===== src/hdl/kte_pkg.sv =====
// ----------------------------------------------------------------------------
// kte_pkg
// Shared widths, codes and types for the key table with expiry.
// ----------------------------------------------------------------------------
package kte_pkg;

  localparam int TABLE_DEPTH = 64;
  localparam int IDX_W       = $clog2(TABLE_DEPTH);
  localparam int HW_W        = $clog2(TABLE_DEPTH + 1);

  localparam int KEY_W    = 63;
  localparam int CODE_W   = 64;
  localparam int STAMP_W  = 32;
  localparam int EXPIRY_W = 31;
  localparam int SLOT_W   = 6;
  localparam int COUNT_W  = 7;

  localparam int APB_DATA_W = 32;
  localparam int PADDR_W    = 3;

  localparam logic [EXPIRY_W-1:0] EXPIRY_RESET = EXPIRY_W'(60 * 5);

  // register word index (paddr[2])
  localparam logic REG_EXPIRY = 1'b0;

  localparam logic CMD_INSERT = 1'b0;
  localparam logic CMD_SWEEP  = 1'b1;

  typedef struct packed {
    logic [KEY_W-1:0]   key;
    logic [CODE_W-1:0]  code;
    logic [STAMP_W-1:0] stamp;
  } entry_t;

endpackage


===== src/hdl/kte_cfg.sv =====
// ----------------------------------------------------------------------------
// kte_cfg
// APB register bank holding the expiry interval.
// ----------------------------------------------------------------------------
module kte_cfg import kte_pkg::*; (
  input  logic                  clk,
  input  logic                  rst,
  input  logic                  psel,
  input  logic                  penable,
  input  logic                  pwrite,
  input  logic [PADDR_W-1:0]    paddr,
  input  logic [APB_DATA_W-1:0] pwdata,
  output logic [APB_DATA_W-1:0] prdata,
  output logic                  pready,
  output logic [EXPIRY_W-1:0]   expiry
);

  logic wr_en;

  assign pready = 1'b1;
  assign wr_en  = psel && penable && pwrite && pready;

  always_ff @(posedge clk) begin
    if (rst) begin
      expiry <= EXPIRY_RESET;
    end else if (wr_en && paddr[2] == REG_EXPIRY) begin
      expiry <= pwdata[EXPIRY_W-1:0];
    end
  end

  always_comb begin
    prdata = '0;
    if (paddr[2] == REG_EXPIRY) begin
      prdata = APB_DATA_W'(expiry);
    end
  end

endmodule


===== config.mk =====
export PLATFORM = sky130hd
export DESIGN_NAME = kte_cfg
export DESIGN_NICKNAME = d
export VERILOG_FILES = /design/src/hdl/kte_pkg.sv /design/src/hdl/kte_cfg.sv
export SDC_FILE = /design/constraint.sdc
export NUM_CORES = 1
export LEC_CHECK = 0
export ABC_AREA = 1
export BUFFER_PORTS_ARGS = -buffer_cell sky130_fd_sc_hd__buf_2
export CAP_MARGIN = 20
export CORE_AREA = 2 2 66 68
export DETAILED_ROUTE_END_ITERATION = 8
export DIE_AREA = 0 0 68 70
export PLACE_DENSITY = 0.83
export SKIP_LAST_GASP = 1
export SLEW_MARGIN = 20
export SYNTH_ARGS = -nofsm -noshare
export SYNTH_HDL_FRONTEND = slang
export SYNTH_SLANG_ARGS = --single-unit

===== constraint.sdc =====
create_clock -name clk -period 0.9 [get_ports clk]
set_clock_uncertainty 0.05 [all_clocks]
set_input_delay 0.045 -clock clk [delete_from_list [all_inputs] [get_ports clk]]
set_output_delay 0.045 -clock clk [all_outputs]
set_load 0.03 [all_outputs]

==> results of run 1 <==
## timing repair
item / in CTS / in global routing
setup endpoints to repair: 52 / 58
hold buffers: 4 / 0
resized for setup: 113 / 40
pin swaps: 1 / 9
hold endpoints to repair: 4 / 0
buffers inserted: 1 / 2
## worst paths after layout
check,start,endpoint,cells after the start
min reg2reg,expiry[3],expiry[3],2
max reg2reg,expiry[9],expiry[9],3
max,expiry[27],prdata[27],3
min,pwdata[30],expiry[30],5
## final cells by class
class	instances	share of cell area, %
repair buffers	114	34.4
multi-input cells	158	30.0
flip-flops and latches	31	22.2
inverters	62	7.82
clock buffers	8	3.36
well taps	52	2.19
## power by group through the flow
stage	Clock (mW)	Combinational, mW	Sequential [mW]
global placement	0	0.746	1.49
global route	1.27	0.955	1.49
detailed placement	0	0.764	1.50
finish	1.17	0.884	1.48
floorplan	0	0.428	1.59
CTS	1.20	0.853	1.48
## stage by stage
stage	worst slack [ns]	cell area, sq um	TNS (ns)	power [mW]	std cells
after floorplan	0.0209	1900	0	2.02	267
after global placement	0.0167	2470	0	2.24	410
after detailed placement	-0.0103	2470	-0.0103	2.26	410
after CTS	-0.0816	2870	-2.19	3.53	423
after global routing	-0.155	2980	-3.93	3.72	425
final	-0.126	2980	-2.46	3.54	425
## per-layer routing
layer | global-route usage, % | share of wire, %
met1 | 23.6 | 37
met2 | 39.5 | 55
met3 | 4.35 | 5.6
met4 | 7.78 | 2.5
met5 | 0 | 0
## tightest hold or removal path, stage by stage
cell and delay, ns:
sky130_fd_sc_hd__buf_2 0.08, sky130_fd_sc_hd__inv_1 0.03, sky130_fd_sc_hd__nand3_1 0.06, sky130_fd_sc_hd__nand2_1 0.04
sky130_fd_sc_hd__nor2_1 0.07
## layout by cell type (no fill, tap or decap)
master and n:
sky130_fd_sc_hd__buf_4 21, sky130_fd_sc_hd__dfxtp_2 31, sky130_fd_sc_hd__nand2_1 36, sky130_fd_sc_hd__buf_12 5, sky130_fd_sc_hd__clkbuf_8 7, sky130_fd_sc_hd__inv_2 34
sky130_fd_sc_hd__nor2_8 1, sky130_fd_sc_hd__conb_1 2, sky130_fd_sc_hd__dlygate4sd3_1 4, sky130_fd_sc_hd__buf_6 49, sky130_fd_sc_hd__clkbuf_1 1, sky130_fd_sc_hd__buf_2 35
sky130_fd_sc_hd__inv_1 28, sky130_fd_sc_hd__nand3_1 31, sky130_fd_sc_hd__nor2_1 54, sky130_fd_sc_hd__nor2_4 32, sky130_fd_sc_hd__nand2_2 2
## kinds of logic after synthesis
logic type | Yosys count | synth area share (%)
flops | 31 | 38.3
simple gates | 156 | 40.3
buf+inv | 78 | 21.0
other cells | 2 | 0.463
==> results summary, run 1 <==
The maximum single-stage delay on the critical path is between 0.3 and 0.4 ns. Detailed routing inserted a total of about 1,900 vias. Sorting the synthesized cells by how often they occur yields 85 x sky130_fd_sc_hd__nor2_1, 59 x sky130_fd_sc_hd__inv_1, 36 x sky130_fd_sc_hd__nand2_1, 31 x sky130_fd_sc_hd__dfxtp_1, 31 x sky130_fd_sc_hd__nand3_1. The highest net fanout along the worst path came out at 3. In the final layout, the registers with the most flip-flops are expiry: 31 flops. The slowest stage of the critical path is the sky130_fd_sc_hd__dfxtp_2 cell. Across all setup checks in the final design, the least slack found is -0.126 ns. The post-detailed-route wirelength per cell is 11.5 um. The portion of the post-synthesis area used by sequential elements is a little under two fifths.

The count of final max-slew check failures is 0. The area enclosed by the die boundary came out at between 4000 and 5000 sq um. The number of DRC violations after detailed routing is 0. The clock network latency to the later pin of the worst-skew pair came out at 0.27 ns. The number of levels in the clock H-tree came out at 2. Detailed placement finished with a half-perimeter wire length of between 3000 and 4000 um. The via count of the first global-routing pass is roughly 1,800. Grouping stages by cell kind, the critical path spends the most delay in flip-flops. In this run the cell area of the synthesized design comes to roughly 1600 sq um. The number of antenna repair diodes is 0. The layout overhead on the synthesized area is 83.5%. After the last flow step, the layout net total stands at between 400 and 500. The total of buffers placed on input and output ports is between 90 and 100. TritonCTS built the clock tree. Setup slack on the worst reg-to-reg path comes out at about 0.14 ns. The number of different library cells in the post-synthesis netlist came out at 15. The placeable core area is between 4000 and 5000 sq um. Dividing total power by cell area gives a power density of 1190 nW/um^2. The area used by multi-input combinational logic came out at 893 sq um. The routability congestion estimate from global placement came out at 0.751. Of all flip-flops after synthesis, the portion carrying an async set or reset was 0%. The worst setup path is launched from a flop. Based on the critical path, the design can be clocked at up to between 0.9 and 1 GHz.

The final-layout worst hold slack is between 0.03 and 0.04 ns. The total of fill cells in the finished design came out at ~320. The number of synthesized flops with an enable pin is 0.

Of all cell types, the one taking the most synthesized area is sky130_fd_sc_hd__dfxtp_1. The first global-routing pass estimated 7990 um of wire. The residual overflow from global routing came out at 0.

The relative contribution of the clock network to total power came out at 33.1%. The horizontal die dimension came out at 68 um. Each instance of the synthesized netlist takes up on average around 6 sq um. The class of the tightest hold or removal check is primary input to flop. The clock drives 31 sinks.

Yosys instantiated no cell more often than sky130_fd_sc_hd__nor2_1. Setup repair after global routing could not meet its margin everywhere. The signal on the critical path passes through inv_2 -> nor2_4 -> buf_6. For this block, the routed nets add up to about 5000 um of wire. The final critical path time including I/O delays and setup came out at around 1.0 ns.

The initial antenna violation count is 0. The number of max-cap violations is 0. The fraction of the core area covered by cells at the end of the flow is 71.8%. The data arrival time of the critical path came out at between 0.9 and 1 ns.

The length of the first detailed-routing pass in iterations is 4. The net count after synthesis is 307. The post-route antenna net violation count is 0. The part of the total power dissipated in combinational logic came out at about a quarter. The switching share of power is approximately 29%. The worst-case IR drop observed on VDD is about 0.9 mV.

The sum of buffers and inverters on the critical path came out at 2. The flip-flop and latch count after synthesis is 31. The maximum root-to-sink buffer count came out at 2. The CTS clock-pin slew for the worst setup and hold paths is roughly 0.06 ns. By startpoint and endpoint, the worst setup path is classified as flop to output pin.

The run finished, with violations left. TritonCTS created 5 clock buffers. The count of endpoints failing hold in the final timing report came out at 0. For this run, the total global-route usage over all layers was measured as around 22%.

The sequential cells in the finished layout cover a total of 659 sq um. Sequential cells burn 41.9% of the power. Clock tree synthesis selected as its root buffer the cell sky130_fd_sc_hd__clkbuf_8. The number of standard cells after synthesis came out at around 270.

The final reports fail on setup timing. The share of final-layout standard cells stronger than drive strength 1 came out at approximately three fifths. From bottom edge to top edge, the die measures 70 um. The number of warnings reported in the yosys synthesis log came out at 0. The fraction of post-synthesis cell area in the top cell type by area is 38.3%. The pin count of the biggest net entering global routing is 32.

The worst setup path is captured at an output pin. More flip-flops sit in one register than any other, and that register is expiry. Setup violations remaining at the end of the flow were counted as 32. The count of pins on the block boundary came out at 104. The switching power total is 1.04 mW. The final critical path takes up 114% of the cycle. In the synthesized netlist the dominant register cell turns out to be sky130_fd_sc_hd__dfxtp_1. The leakage component of the power came out at roughly 1.5 nW. The data required time at the worst endpoint came out at roughly 0.8 ns.

The routed via count divided by cell count is ~4.5. By area the synthesized netlist is led by sky130_fd_sc_hd__dfxtp_1 38%, sky130_fd_sc_hd__nor2_1 20%, sky130_fd_sc_hd__inv_1 14%. The initial detailed-routing violation count came out at 61. Internal power comes to roughly 2.5 mW. The number of standard-cell rows in the floorplan is 24.

The flip-flop count of the largest register, all copies and words added came out at 31. The starting density of the core came out at a little under 40%.
Note: power is estimated with default switching activity, not from simulation.
==> run 2: changes to the inputs <==
- BUFFER_PORTS_ARGS: -buffer_cell sky130_fd_sc_hd__buf_2 -> -buffer_cell sky130_fd_sc_hd__buf_4
==> run 2 against run 1 <==
Compared with the run above: register-to-register slack about the same; largest power group unchanged; global-route usage down 1.2 points; wire length down 4.2%; critical path type unchanged; the run still ends with setup timing left; critical endpoint is now prdata[7]; cell count up 0.71%; clock power about the same; non-clock buffer count up 3.
==> results summary, run 2 (synthesis results as in run 1) <==
The run finished, with violations left. The checks that failed: setup timing. The initial antenna violation count is 0 (unchanged). For hold timing, the worst endpoint is expiry[1].

The clock network latency to the later pin of the worst-skew pair is 0.27 ns (about the same). The data arrival time of the critical path came out at 0.90 ns (-0.03 ns). The final critical path time including I/O delays and setup came out at 0.998 ns (-0.0271 ns). More flip-flops sit in one register than any other, and that register is expiry. The pin count of the biggest net entering global routing came out at 32 (unchanged).

The number of antenna repair diodes is 0 (unchanged). The die outline height is 70 um (unchanged). The post-route antenna net violation count came to 0 (unchanged). The all-layer global routing usage came to 20.4% (-1.2 points).

The number of levels in the clock H-tree came out at 2 (unchanged). The post-layout worst setup margin is -0.0984 ns (+0.0271 ns). The flip-flop count of the largest register, all copies and words added is 31 (unchanged).

The power per unit of standard cell area is 1150 nW/um^2 (-3.3%). The share of final-layout standard cells stronger than drive strength 1 came out at 58.5% (+0.33 points). The cell with the biggest individual delay on the critical path is sky130_fd_sc_hd__dfxtp_2. The highest net fanout along the worst path is 3 (unchanged). Walking the worst path, the cells encountered are inv_2 -> nor2_4 -> buf_6. The highest achievable clock rate is 1.00 GHz (+2.7%).

The first-pass GRT wire length was 7470 um (-6.6%). The critical setup path kind is flop to output pin. The maximum single-stage delay on the critical path came out at 0.35 ns (about the same). The length of the first detailed-routing pass in iterations came out at 4 (unchanged). The horizontal die dimension is 68 um (unchanged). The setup total negative slack is -2.36 ns (+0.104 ns). The maximum vdd ir drop is 0.923 mV (+2.6%). The count of endpoints failing hold in the final timing report came out at 0 (unchanged).

The critical path capture point type is an output pin. The launching element of the worst setup path is expiry[7]. In the layout the commonest cells are 54 x sky130_fd_sc_hd__nor2_1, 54 x sky130_fd_sc_hd__buf_4, 52 x sky130_fd_sc_hd__buf_6. The final-layout worst hold slack is 0.0260 ns (-0.0128 ns). The final-report setup violation count came out at 31 (-3.1%). The number of nets in the layout is 415 (+0.73%). The overall routed net length is 4700 um (-4.2%). The residual overflow from global routing was 0 (unchanged).

The final worst-path cycle share came out at 111% (-3.0 points). The count of final max-slew check failures is 0 (unchanged). The post-detailed-route wirelength per cell was 11.0 um (-4.9%).

The post-place setup slack was 0.00654 ns (+0.0168 ns). The root buffer cell chosen for the clock tree is sky130_fd_sc_hd__clkbuf_8. The worst register-to-register path begins at expiry[23].

The overall power consumption is 3.60 mW (+1.8%). The worst setup path is launched from a flop. The maximum root-to-sink buffer count is 2 (unchanged). The total via count after detailed routing is 1,872 (-1.1%). In this run the critical register-to-register path is captured at expiry[23]. The largest registers in the layout are expiry: 31 flops. The placeable core area is 4140 sq um (unchanged).

The initial detailed-routing violation count was 70 (+15%). The number of standard-cell rows in the floorplan was 24 (unchanged). The worst reg-to-reg path cell count is 3 (unchanged). The CTS buffer count came out at 5 (unchanged).

The data required time at the worst endpoint is 0.81 ns (about the same). The CTS clock-pin slew for the worst setup and hold paths is 0.06 ns (about the same). The fraction of the core area covered by cells at the end of the flow is 75.5% (+3.7 points).

The area enclosed by the die boundary is 4760 sq um (unchanged). The routed via count divided by cell count is 4.37 (-1.8%). The via count of the first global-routing pass is 1,743 (-4.8%). The path class of the tightest hold or removal check is primary input to flop.

The starting density of the core came to 39.1% (unchanged). The number of max-cap violations came out at 0 (unchanged). The count of cells along the worst hold path was 5 (unchanged). The leakage component of the power is 1.51 nW (+3.9%). The placed wire-length estimate after detailed placement came out at 3420 um (+4.3%).

The origin of the worst min-delay path is pwdata[1]. The layout overhead on the synthesized area is 93.0%. The reg2reg setup slack is 0.15 ns (about the same). TritonCTS built the clock tree.

The total of buffers placed on input and output ports is 98 (unchanged). The count of pins on the block boundary is 104 (unchanged). The routability congestion estimate from global placement came to 0.770 (+2.6%). The total clock sinks came out at 31 (unchanged). The number of DRC violations after detailed routing came out at 0 (unchanged).

Setup repair after global routing could not meet its margin everywhere.
==> run 2: cell types whose count changed in the layout (fill, tap and decap cells not counted) <==
cell / change
sky130_fd_sc_hd__buf_6: +3
sky130_fd_sc_hd__dfxtp_4: +2
sky130_fd_sc_hd__inv_4: +1
sky130_fd_sc_hd__dfxtp_2: -2
sky130_fd_sc_hd__buf_2: -35
sky130_fd_sc_hd__inv_2: -1
sky130_fd_sc_hd__buf_12: +2
sky130_fd_sc_hd__buf_4: +33
==> run 2: layout make-up <==
type                            instances  area [sq um]
Sequential cell                        31           664
Tap cell                               52          65.1
Inverter                               62           235
Clock buffer                            8           100
Fill cell                             306          1010
Timing Repair Buffer                  117          1170
Multi-Input combinational cell        158           893
==> run 2: where the power goes <==
| group | internal [mW] | switching (mW) |
|---|---|---|
| Sequential | 1.43 | 0.0521 |
| Combinational | 0.431 | 0.514 |
| Clock | 0.697 | 0.477 |
| Total | 2.55 | 1.04 |
==> run 2: critical path: cells and delay by family (launching register included) <==
family / cells / cell delay, ns
buffers and inverters: 2 / 0.18
DFF: 1 / 0.35
and+or+nand+nor: 1 / 0.09
==> run 2: repair_timing <==
item,4_1_cts,5_1_grt
endpoints found under the hold margin,4,0
buffers inserted,0,1
pin swaps,1,2
setup endpoints to repair,31,57
hold buffers,4,0
gates resized for setup,62,24
==> run 2: stage by stage <==
step	instance area, sq um	std cells
2_1_floorplan	1900	267
3_3_place_gp	2780	415
3_5_place_dp	2780	415
4_1_cts	3040	427
5_1_grt	3130	428
6_report	3130	428
==> run 2: worst max-delay path by stage <==
stage	end	slack (ns)	depth (start not counted)
2_1_floorplan	prdata[0]	0.02	3
3_3_place_gp	expiry[13]	0.02	6
3_5_place_dp	expiry[4]	0.007	6
4_1_cts	prdata[10]	-0.1	3
5_1_grt	prdata[10]	-0.13	3
6_report	prdata[7]	-0.1	3
==> run 2: per-layer routing <==
metal | global-route usage (%) | vias to the layer above | routed length, um | share of wire (%)
met5 | 0 | - | 0 | 0
li1 | - | 980 | - | -
met2 | 36.7 | 62 | 2530 | 54
met1 | 22.2 | 824 | 1800 | 38
met4 | 7.33 | 0 | 59 | 1.3
met3 | 5.15 | 6 | 309 | 6.6
